==> src/rtl/core/mecm_pkg.sv <==
// shared constants and types of the mst edge component merger
// no dependencies
package mecm_pkg;

    // fixed field widths
    localparam int VTX_W       = 6;
    localparam int WEIGHT_BITS = 32;
    localparam int CNT_W       = 6;
    localparam int CFG_W       = 7;

    // default vertex storage depth
    localparam int MAX_VERTICES = 64;

    // saturation value of the tree-edge count
    localparam logic [CNT_W-1:0] COUNT_MAX = {CNT_W{1'b1}};

    // reset value of the vertex count register
    localparam logic [CFG_W-1:0] VC_RESET = 7'd64;

    // stream widths
    localparam int S_TDATA_W = 48;
    localparam int S_PAD_W   = S_TDATA_W - 2 * VTX_W - WEIGHT_BITS;
    localparam int M_TDATA_W = 56;
    localparam int M_PAD_W   = M_TDATA_W - 2 * VTX_W - WEIGHT_BITS - CNT_W;

    // operation codes
    localparam logic OP_CLEAR = 1'b0;
    localparam logic OP_EDGE  = 1'b1;

    // write strobes of the vertex store
    typedef struct packed {
        logic ent_we;
        logic nxt_we;
    } mem_ctl_t;

    // result status from the sequencer
    typedef struct packed {
        logic             fin;
        logic             accepted;
        logic             bad_vertex;
        logic [CNT_W-1:0] tree_edges;
    } res_t;

endpackage

==> src/rtl/core/mecm_store.sv <==
// vertex store: label/head memory and next-member memory
// depends on mecm_pkg
module mecm_store #(
    parameter int MAX_VERTICES = mecm_pkg::MAX_VERTICES
) (
    input  logic                                      aclk,
    input  mecm_pkg::mem_ctl_t                        ctl,
    input  logic [$clog2(MAX_VERTICES)-1:0]           ent_waddr,
    input  logic [2*$clog2(MAX_VERTICES)-1:0]         ent_wdata,
    input  logic [$clog2(MAX_VERTICES)-1:0]           ent_raddr,
    output logic [2*$clog2(MAX_VERTICES)-1:0]         ent_rdata,
    input  logic [$clog2(MAX_VERTICES)-1:0]           nxt_waddr,
    input  logic [$clog2(MAX_VERTICES+1)-1:0]         nxt_wdata,
    input  logic [$clog2(MAX_VERTICES)-1:0]           nxt_raddr,
    output logic [$clog2(MAX_VERTICES+1)-1:0]         nxt_rdata
);
    localparam int IDX_W = $clog2(MAX_VERTICES);
    localparam int NXT_W = $clog2(MAX_VERTICES + 1);
    localparam int ENT_W = 2 * IDX_W;

    logic [ENT_W-1:0] ent_mem [MAX_VERTICES];
    logic [NXT_W-1:0] nxt_mem [MAX_VERTICES];
    logic [ENT_W-1:0] ent_rdata_reg;
    logic [NXT_W-1:0] nxt_rdata_reg;

    // head and label memory, one write and one registered read
    always_ff @(posedge aclk) begin
        if (ctl.ent_we) begin
            ent_mem[ent_waddr] <= ent_wdata;
        end
        ent_rdata_reg <= ent_mem[ent_raddr];
    end

    // next-member links, zero means no successor
    always_ff @(posedge aclk) begin
        if (ctl.nxt_we) begin
            nxt_mem[nxt_waddr] <= nxt_wdata;
        end
        nxt_rdata_reg <= nxt_mem[nxt_raddr];
    end

    assign ent_rdata = ent_rdata_reg;
    assign nxt_rdata = nxt_rdata_reg;

endmodule

==> src/rtl/core/mecm_seq.sv <==
// sequencer: endpoint check, label compare, list walks and clearing sweep
// depends on mecm_pkg, drives mecm_store
module mecm_seq #(
    parameter int MAX_VERTICES = mecm_pkg::MAX_VERTICES
) (
    input  logic                                  aclk,
    input  logic                                  aresetn,
    input  logic                                  start,
    input  logic                                  op,
    input  logic [mecm_pkg::VTX_W-1:0]            src,
    input  logic [mecm_pkg::VTX_W-1:0]            dst,
    input  logic [mecm_pkg::CFG_W-1:0]            vertex_count,
    input  logic                                  out_free,
    output logic                                  ready,
    output mecm_pkg::res_t                        res,
    output mecm_pkg::mem_ctl_t                    ctl,
    output logic [$clog2(MAX_VERTICES)-1:0]       ent_waddr,
    output logic [2*$clog2(MAX_VERTICES)-1:0]     ent_wdata,
    output logic [$clog2(MAX_VERTICES)-1:0]       ent_raddr,
    input  logic [2*$clog2(MAX_VERTICES)-1:0]     ent_rdata,
    output logic [$clog2(MAX_VERTICES)-1:0]       nxt_waddr,
    output logic [$clog2(MAX_VERTICES+1)-1:0]     nxt_wdata,
    output logic [$clog2(MAX_VERTICES)-1:0]       nxt_raddr,
    input  logic [$clog2(MAX_VERTICES+1)-1:0]     nxt_rdata
);
    localparam int IDX_W = $clog2(MAX_VERTICES);
    localparam int NXT_W = $clog2(MAX_VERTICES + 1);
    localparam int CW    = (NXT_W > mecm_pkg::CFG_W) ? NXT_W : mecm_pkg::CFG_W;
    localparam logic [CW-1:0]    MAX_C    = CW'(MAX_VERTICES);
    localparam logic [NXT_W-1:0] MAX_N    = NXT_W'(MAX_VERTICES);
    localparam logic [NXT_W-1:0] LAST_N   = NXT_W'(MAX_VERTICES - 1);

    // state codes
    localparam logic [2:0] ST_IDLE = 3'd0;
    localparam logic [2:0] ST_CHK  = 3'd1;
    localparam logic [2:0] ST_CLR  = 3'd2;
    localparam logic [2:0] ST_RDD  = 3'd3;
    localparam logic [2:0] ST_CMP  = 3'd4;
    localparam logic [2:0] ST_WLKA = 3'd5;
    localparam logic [2:0] ST_WLKT = 3'd6;
    localparam logic [2:0] ST_FIN  = 3'd7;

    logic [2:0]                 state_reg, state_next;
    logic [NXT_W-1:0]           step_reg, step_next;
    logic                       clr_op_reg, clr_op_next;
    logic                       acc_reg, acc_next;
    logic                       bad_reg, bad_next;
    logic [mecm_pkg::CNT_W-1:0] cnt_reg, cnt_next;
    logic [IDX_W-1:0]           lab_s_reg, lab_s_next;
    logic [IDX_W-1:0]           head_s_reg, head_s_next;
    logic [IDX_W-1:0]           cur_reg, cur_next;
    logic [IDX_W-1:0]           abs_reg, abs_next;

    logic [CW-1:0]    lim;
    logic [CW-1:0]    src_ext;
    logic [CW-1:0]    dst_ext;
    logic             bad_now;
    logic [IDX_W-1:0] src_idx;
    logic [IDX_W-1:0] dst_idx;
    logic [IDX_W-1:0] ent_lab;
    logic [IDX_W-1:0] ent_head;
    logic [IDX_W-1:0] abs_pick;
    logic             nxt_ok;
    logic [NXT_W-1:0] nxt_dec;
    logic [IDX_W-1:0] nxt_idx;
    logic             step_more;

    // endpoint range check against the clamped vertex count
    always_comb begin
        lim     = (CW'(vertex_count) > MAX_C) ? MAX_C : CW'(vertex_count);
        src_ext = CW'(src);
        dst_ext = CW'(dst);
        bad_now = (src_ext >= lim) || (dst_ext >= lim);
        src_idx = src_ext[IDX_W-1:0];
        dst_idx = dst_ext[IDX_W-1:0];
    end

    // decode of the store read data
    always_comb begin
        ent_lab   = ent_rdata[IDX_W-1:0];
        ent_head  = ent_rdata[2*IDX_W-1:IDX_W];
        abs_pick  = (CW'(ent_head) >= MAX_C) ? dst_idx : ent_head;
        nxt_ok    = (nxt_rdata != '0) && (nxt_rdata <= MAX_N);
        nxt_dec   = nxt_rdata - NXT_W'(1);
        nxt_idx   = nxt_dec[IDX_W-1:0];
        step_more = step_reg < MAX_N;
    end

    // next-state and store access logic
    always_comb begin
        state_next  = state_reg;
        step_next   = step_reg;
        clr_op_next = clr_op_reg;
        acc_next    = acc_reg;
        bad_next    = bad_reg;
        cnt_next    = cnt_reg;
        lab_s_next  = lab_s_reg;
        head_s_next = head_s_reg;
        cur_next    = cur_reg;
        abs_next    = abs_reg;
        ctl         = '0;
        ent_waddr   = cur_reg;
        ent_wdata   = {head_s_reg, lab_s_reg};
        ent_raddr   = dst_idx;
        nxt_waddr   = cur_reg;
        nxt_wdata   = NXT_W'(abs_reg) + NXT_W'(1);
        nxt_raddr   = cur_reg;

        unique case (state_reg)
            ST_IDLE: begin
                if (start) begin
                    state_next = ST_CHK;
                end
            end
            ST_CHK: begin
                acc_next  = 1'b0;
                bad_next  = 1'b0;
                ent_raddr = src_idx;
                if (op == mecm_pkg::OP_CLEAR) begin
                    clr_op_next = 1'b1;
                    step_next   = '0;
                    cnt_next    = '0;
                    state_next  = ST_CLR;
                end else if (bad_now) begin
                    bad_next   = 1'b1;
                    state_next = ST_FIN;
                end else begin
                    state_next = ST_RDD;
                end
            end
            ST_CLR: begin
                // one entry per cycle back to a singleton
                ctl.ent_we = 1'b1;
                ctl.nxt_we = 1'b1;
                ent_waddr  = step_reg[IDX_W-1:0];
                ent_wdata  = {step_reg[IDX_W-1:0], step_reg[IDX_W-1:0]};
                nxt_waddr  = step_reg[IDX_W-1:0];
                nxt_wdata  = '0;
                step_next  = step_reg + NXT_W'(1);
                if (step_reg == LAST_N) begin
                    state_next = clr_op_reg ? ST_FIN : ST_IDLE;
                end
            end
            ST_RDD: begin
                lab_s_next  = ent_lab;
                head_s_next = ent_head;
                ent_raddr   = dst_idx;
                state_next  = ST_CMP;
            end
            ST_CMP: begin
                if (ent_lab == lab_s_reg) begin
                    state_next = ST_FIN;
                end else begin
                    acc_next   = 1'b1;
                    if (cnt_reg != mecm_pkg::COUNT_MAX) begin
                        cnt_next = cnt_reg + mecm_pkg::CNT_W'(1);
                    end
                    abs_next   = abs_pick;
                    ctl.ent_we = 1'b1;
                    ent_waddr  = abs_pick;
                    nxt_raddr  = abs_pick;
                    step_next  = NXT_W'(1);
                    state_next = ST_WLKA;
                end
            end
            ST_WLKA: begin
                // relabel the absorbed list, one member per cycle
                if (step_more && nxt_ok) begin
                    ctl.ent_we = 1'b1;
                    ent_waddr  = nxt_idx;
                    nxt_raddr  = nxt_idx;
                    step_next  = step_reg + NXT_W'(1);
                end else begin
                    cur_next   = src_idx;
                    nxt_raddr  = src_idx;
                    step_next  = '0;
                    state_next = ST_WLKT;
                end
            end
            ST_WLKT: begin
                // find the source list tail, then link the absorbed list
                if (step_more && nxt_ok) begin
                    cur_next  = nxt_idx;
                    nxt_raddr = nxt_idx;
                    step_next = step_reg + NXT_W'(1);
                end else begin
                    ctl.nxt_we = 1'b1;
                    state_next = ST_FIN;
                end
            end
            ST_FIN: begin
                if (out_free) begin
                    state_next = ST_IDLE;
                end
            end
            default: begin
                state_next = ST_IDLE;
            end
        endcase
    end

    // control state, clearing sweep starts out of reset
    always_ff @(posedge aclk) begin
        if (!aresetn) begin
            state_reg  <= ST_CLR;
            step_reg   <= '0;
            clr_op_reg <= 1'b0;
            acc_reg    <= 1'b0;
            bad_reg    <= 1'b0;
            cnt_reg    <= '0;
        end else begin
            state_reg  <= state_next;
            step_reg   <= step_next;
            clr_op_reg <= clr_op_next;
            acc_reg    <= acc_next;
            bad_reg    <= bad_next;
            cnt_reg    <= cnt_next;
        end
    end

    // working registers of a merge
    always_ff @(posedge aclk) begin
        lab_s_reg  <= lab_s_next;
        head_s_reg <= head_s_next;
        cur_reg    <= cur_next;
        abs_reg    <= abs_next;
    end

    assign ready          = (state_reg == ST_IDLE);
    assign res.fin        = (state_reg == ST_FIN);
    assign res.accepted   = acc_reg;
    assign res.bad_vertex = bad_reg;
    assign res.tree_edges = cnt_reg;

endmodule

==> src/rtl/core/mst_edge_component_merger_core.sv <==
// Kruskal edge filter with linked-list component merging, one transfer at a time.
// Per item: check, then finish on a bad endpoint or sweep all entries on a clear. An edge reads
// and compares labels and finishes on a match, else walks k absorbed members and m source-list
// links (each <= MAX_VERTICES) first. m_tvalid is set in the same cycle that s_tready returns high,
// and a result the full output register cannot take holds s_tready low. Reset clears control state
// and runs the clearing sweep, s_tready low meanwhile. Depends on mecm_pkg, mecm_seq and mecm_store.
module mst_edge_component_merger_core #(
    parameter int MAX_VERTICES = mecm_pkg::MAX_VERTICES
) (
    input  logic                             aclk,
    input  logic                             aresetn,
    input  logic                             cfg_wr_en,
    input  logic [mecm_pkg::CFG_W-1:0]       cfg_wr_data,  // vertex_count
    input  logic                             s_tvalid,
    output logic                             s_tready,
    input  logic [mecm_pkg::S_TDATA_W-1:0]   s_tdata,      // src_vertex, dst_vertex, edge_weight
    input  logic [0:0]                       s_tuser,      // operation
    output logic                             m_tvalid,
    input  logic                             m_tready,
    output logic [mecm_pkg::M_TDATA_W-1:0]   m_tdata,      // out_src, out_dst, out_weight, tree_edges
    output logic [1:0]                       m_tuser       // accepted, bad_vertex
);
    localparam int IDX_W = $clog2(MAX_VERTICES);
    localparam int NXT_W = $clog2(MAX_VERTICES + 1);
    localparam int VW    = mecm_pkg::VTX_W;
    localparam int WB    = mecm_pkg::WEIGHT_BITS;

    logic [mecm_pkg::CFG_W-1:0] vc_reg;
    logic                       op_reg;
    logic [VW-1:0]              src_reg;
    logic [VW-1:0]              dst_reg;
    logic [WB-1:0]              wgt_reg;
    logic                       m_tvalid_reg;
    logic [mecm_pkg::M_TDATA_W-1:0] m_tdata_reg;
    logic [1:0]                 m_tuser_reg;

    logic                 in_xfer;
    logic                 out_free;
    logic                 seq_ready;
    mecm_pkg::res_t       res;
    mecm_pkg::mem_ctl_t   ctl;
    logic [IDX_W-1:0]     ent_waddr;
    logic [2*IDX_W-1:0]   ent_wdata;
    logic [IDX_W-1:0]     ent_raddr;
    logic [2*IDX_W-1:0]   ent_rdata;
    logic [IDX_W-1:0]     nxt_waddr;
    logic [NXT_W-1:0]     nxt_wdata;
    logic [IDX_W-1:0]     nxt_raddr;
    logic [NXT_W-1:0]     nxt_rdata;

    assign in_xfer  = s_tvalid && seq_ready;
    assign out_free = !m_tvalid_reg || m_tready;
    assign s_tready = seq_ready;

    // vertex count register
    always_ff @(posedge aclk) begin
        if (!aresetn) begin
            vc_reg <= mecm_pkg::VC_RESET;
        end else if (cfg_wr_en) begin
            vc_reg <= cfg_wr_data;
        end
    end

    // input item capture
    always_ff @(posedge aclk) begin
        if (in_xfer) begin
            op_reg  <= s_tuser[0];
            src_reg <= s_tdata[VW-1:0];
            dst_reg <= s_tdata[2*VW-1:VW];
            wgt_reg <= s_tdata[2*VW+WB-1:2*VW];
        end
    end

    // output register
    always_ff @(posedge aclk) begin
        if (!aresetn) begin
            m_tvalid_reg <= 1'b0;
        end else if (res.fin && out_free) begin
            m_tvalid_reg <= 1'b1;
        end else if (m_tready) begin
            m_tvalid_reg <= 1'b0;
        end
    end

    always_ff @(posedge aclk) begin
        if (res.fin && out_free) begin
            m_tdata_reg <= {{mecm_pkg::M_PAD_W{1'b0}}, res.tree_edges, wgt_reg, dst_reg, src_reg};
            m_tuser_reg <= {res.bad_vertex, res.accepted};
        end
    end

    assign m_tvalid = m_tvalid_reg;
    assign m_tdata  = m_tdata_reg;
    assign m_tuser  = m_tuser_reg;

    mecm_seq #(
        .MAX_VERTICES(MAX_VERTICES)
    ) u_seq (
        .aclk         (aclk),
        .aresetn      (aresetn),
        .start        (in_xfer),
        .op           (op_reg),
        .src          (src_reg),
        .dst          (dst_reg),
        .vertex_count (vc_reg),
        .out_free     (out_free),
        .ready        (seq_ready),
        .res          (res),
        .ctl          (ctl),
        .ent_waddr    (ent_waddr),
        .ent_wdata    (ent_wdata),
        .ent_raddr    (ent_raddr),
        .ent_rdata    (ent_rdata),
        .nxt_waddr    (nxt_waddr),
        .nxt_wdata    (nxt_wdata),
        .nxt_raddr    (nxt_raddr),
        .nxt_rdata    (nxt_rdata)
    );

    mecm_store #(
        .MAX_VERTICES(MAX_VERTICES)
    ) u_store (
        .aclk      (aclk),
        .ctl       (ctl),
        .ent_waddr (ent_waddr),
        .ent_wdata (ent_wdata),
        .ent_raddr (ent_raddr),
        .ent_rdata (ent_rdata),
        .nxt_waddr (nxt_waddr),
        .nxt_wdata (nxt_wdata),
        .nxt_raddr (nxt_raddr),
        .nxt_rdata (nxt_rdata)
    );

endmodule

==> config.mk <==
export PLATFORM = sky130hd
export DESIGN_NAME = mst_edge_component_merger_core
export DESIGN_NICKNAME = d
export VERILOG_FILES = /design/src/rtl/core/mecm_pkg.sv /design/src/rtl/core/mecm_store.sv /design/src/rtl/core/mecm_seq.sv /design/src/rtl/core/mst_edge_component_merger_core.sv
export SDC_FILE = /design/constraint.sdc
export NUM_CORES = 2
export LEC_CHECK = 0
export BUFFER_PORTS_ARGS = -buffer_cell sky130_fd_sc_hd__buf_2
export CAP_MARGIN = 20
export CORE_MARGIN = 5
export CORE_UTILIZATION = 30
export DETAILED_ROUTE_END_ITERATION = 12
export HOLD_SLACK_MARGIN = 0.06
export PLACE_DENSITY_LB_ADDON = 0.05
export SYNTH_ARGS = -nofsm -noshare
export SYNTH_HDL_FRONTEND = slang
export SYNTH_HIERARCHICAL = 1
export SYNTH_SLANG_ARGS = --single-unit
==> constraint.sdc <==
create_clock -name aclk -period 3.53 [get_ports aclk]
set_input_delay 0.353 -clock aclk [delete_from_list [all_inputs] [get_ports aclk]]
set_output_delay 0.353 -clock aclk [all_outputs]
set_load 0.05 [all_outputs]
==> metrics <==
Hold/Removal Path Class in -> reg; Layout Utilization 38.44%; Post-synth EDFFs 1337; vias in the first global route 30011; leading cell type in the layout, fill and taps excluded edfxtp_1; TritonCTS clock tree yes; Synth async-reset ratio 0%; Port Buf Inserts 110; final layout net count 3465; post-layout worst setup margin -0.4235 ns; maximum fanout encountered on the critical timing path 8; compound-cell area share of the yosys netlist 3.909%; min cycle time layout 3.954 ns; setup clock skew after layout 0.03357 ns; Cell Count, Final, Fillers Out 5874; residual DRC count 0; leftover overflow at the end of global routing 0; die outline area 188800 um^2; number of DRC markers after the initial detailed-route iteration 2159; max-cap check violation count 0; Die Ht 434.5 um; number of slew-limit violations in the final report 0; arrival time worst endpoint 4.61 ns; All-Layer GR Usage 16.29%; Hold Violations, Final 0; highest-count cells in the layout ignoring fill and taps 1337 x edfxtp_1, 333 x buf_4, 292 x mux4_2, 175 x clkbuf_16, 116 x nor2_1; number of flip-flops under the largest register name 768; #FFs+latches synth 1383; worst-margin pin slew 0.9473 ns; WS Path Type reg -> reg; Critical Path Sink Type flop; leakage power figure 22.96 nW; CTS clock-pin slew for the worst setup and hold paths 0.06 ns; Main synth FF type edfxtp_1; routed length on met1 74240 um; number of instances in the synthesized netlist 2713; areal power density over the cells 501.1 nW/um^2; post-route fraction of the period consumed by the critical path 112.0%; share of the synthesized netlist area taken by xor and xnor gates 0.2916%; core area 178800 um^2; pin count of the biggest net entering global routing 65; die width 434.5 um; antenna violations before repair 4; count of unique library cells instantiated by Yosys 73; # setup viols final 303; Max Buffers Root-to-Sink 3; Avg Cell Area, Syn 19.93 um^2; number of nets with antenna violations after routing 0; synthesized-area fraction occupied by adder cells 0.3935%; Avg Vias per Cell 4.914; worst endpoint required time 4.19 ns; main combinational cell family by area after synthesis multiplexers; routed length per instance 26.60 um; sequential cell area fraction in the yosys report 75.97%; num rows 155; WL met2 71200 um; Post-Layout Inst Area 68740 um^2; maximum achievable frequency 0.2529 GHz; starting utilization of the core area 30.23%; Post-Route Hold Slack 0.1706 ns; master cell of the clock root buffer clkbuf_16; total standard cell area after synthesis 54060 um^2; failing checks negative setup slack; number of top-level pins 121; area fraction in and, or, nand and nor cells after synthesis 4.094%; top layer used by detailed routing met4; CTS Buf Count 159; routability congestion estimate 0.7857; detailed-route via count 28867; delay of the slowest critical-path stage 0.43 ns; share of final-layout standard cells stronger than drive strength 1 36.62%; Total Wirelength 156200 um; Skew-Pair Late Insertion Delay 0.78 ns; met3 wire length 7609 um; placed inst area 61410 um^2; critical path launch point type flop; Syn. warnings 6; area grow syn2layout 27.16%; first-pass detailed-route iteration total 7; Slew HR 36.18%; worst-case vdd ir drop 424.0 uV; first-pass GRT wire length 220800 um; maximum level of the CTS H-tree 4; RSZ-0062 raised after global routing yes; DP Wirelength 99890 um; outcome finished, violations left; number of sinks driven by the clock tree 1383; slowest library cell on the worst path mux4_2; multiplexer area fraction after synthesis 13.60%; chain of cells forming the critical path or3_4 -> or3b_4 -> mux2i_4 -> a211o_1 -> a222oi_1 -> buf_4 -> o21ai_4 -> buf_12 -> buf_16 -> buf_16 -> buf_12 -> mux4_2 -> a22oi_2 -> nand3_2 -> nand4_1 -> o41ai_2; cell count after placement 5473
[stage by stage]
stage          power, mW  setup TNS [ns]  setup slack [ns]
2_1_floorplan      18.54          -14.91           -0.1061
3_3_place_gp       18.86          -58.92           -0.5432
3_5_place_dp       18.87          -63.18           -0.5436
4_1_cts            34.97          -2.480           -0.3797
5_1_grt            35.72          -43.28           -0.5547
6_report           34.45          -12.25           -0.4235
[path summary, 6_finish.rpt]
path	from	end	slack, ns	cells past startpoint
worst max-delay path	u_store/nxt_rdata[2]$_DFF_P_	u_store/nxt_rdata[4]$_DFF_P_	-0.42	16
worst min-delay path	s_tvalid	src_reg[2]$_DFFE_PP_	0.17	2
worst max register to register	u_store/nxt_rdata[2]$_DFF_P_	u_store/nxt_rdata[4]$_DFF_P_	-0.42	16
worst min register to register	wgt_reg[18]$_DFFE_PP_	m_tdata[30]$_DFFE_PP_	0.42	0
[timing repair]
action / CTS / global route
setup endpoints to repair: 711 / 846
hold buffers: 68 / 0
resized for setup: 112 / 149
cloned: 8 / 11
pin swaps: 16 / 36
hold endpoints to repair: 65 / 0
buffers inserted: 8 / 14
[synthesized netlist by cell type (4+ instances only)]
master	n	area share, %
nand2_1	112	0.78
nand2b_1	31	0.36
xnor2_1	7	0.11
nor3_1	12	0.11
buf_4	31	0.43
o211ai_1	24	0.33
a22o_1	10	0.16
inv_1	12	0.083
nor2_1	184	1.3
dfxtp_1	46	1.7
buf_1	10	0.069
a211oi_1	16	0.22
mux4_2	292	12
or3b_2	6	0.097
buf_2	30	0.28
or2_2	5	0.058
and3_1	6	0.069
buf_6	12	0.25
a2111oi_0	15	0.24
a32o_1	5	0.093
nand4_1	6	0.069
nand3b_1	19	0.26
nand3_1	38	0.35
ha_1	17	0.39
o22a_1	19	0.31
o21ai_1	7	0.065
and2_1	6	0.069
a31oi_1	9	0.10
a31o_1	9	0.15
o22ai_1	44	0.51
a221o_1	6	0.11
o221ai_1	10	0.16
o21ai_0	41	0.38
clkbuf_1	66	0.46
or3_1	4	0.046
a21oi_1	25	0.23
mux2_2	14	0.29
a22oi_1	25	0.35
edfxtp_1	1337	74
nor3b_1	6	0.083
xor2_1	11	0.18
nor2b_1	30	0.35
mux2i_1	50	0.93
[routing by layer]
layer	up-vias	GRT usage, %
li1	12562	-
met1	15306	23.91
met2	806	25.15
met3	193	2.959
met4	0	4.039
met5	-	0
[power breakdown]
part | total, mW | internal, mW | leakage (nW) | switching, mW
Clock | 15.8 | 9.27 | 2.44 | 6.55
Sequential | 18.0 | 18.0 | 12.9 | 0.0286
Combinational | 0.643 | 0.230 | 7.65 | 0.413
Total | 34.4 | 27.5 | 23.0 | 6.99
[worst max-delay path: cells and delay by family, from the launching register on]
kind / cells / cell delay [ns]
DFF: 1 / 0.32
muxes: 2 / 0.64
buffers and inverters: 5 / 0.81
and+or+nand+nor: 4 / 1.15
AOI/OAI and AO/OA: 5 / 0.88
[final cells by class]
| cell class | instances | area (um^2) |
|---|---|---|
| Clock inverter | 78 | 708.2 |
| Sequential cell | 1383 | 41070 |
| Multi-Input combinational cell | 1168 | 13040 |
| Fill cell | 16294 | 110100 |
| Antenna cell | 5 | 12.51 |
| Inverter | 13 | 48.80 |
| Tap cell | 2355 | 2947 |
| Timing Repair Buffer | 662 | 6600 |
| Clock buffer | 210 | 4318 |
[cell families (layout without fill, tap and decap cells)]
kind of cell    after synthesis  count (layout)
flops                      1383            1383
simple gates                472             472
mux                         361             361
compound gates              294             294
buf+inv                     167             963
xor+xnor                     18              18
fa+ha+maj                    17              17
other cells                   1              11
(Power assumes the default switching activity.)
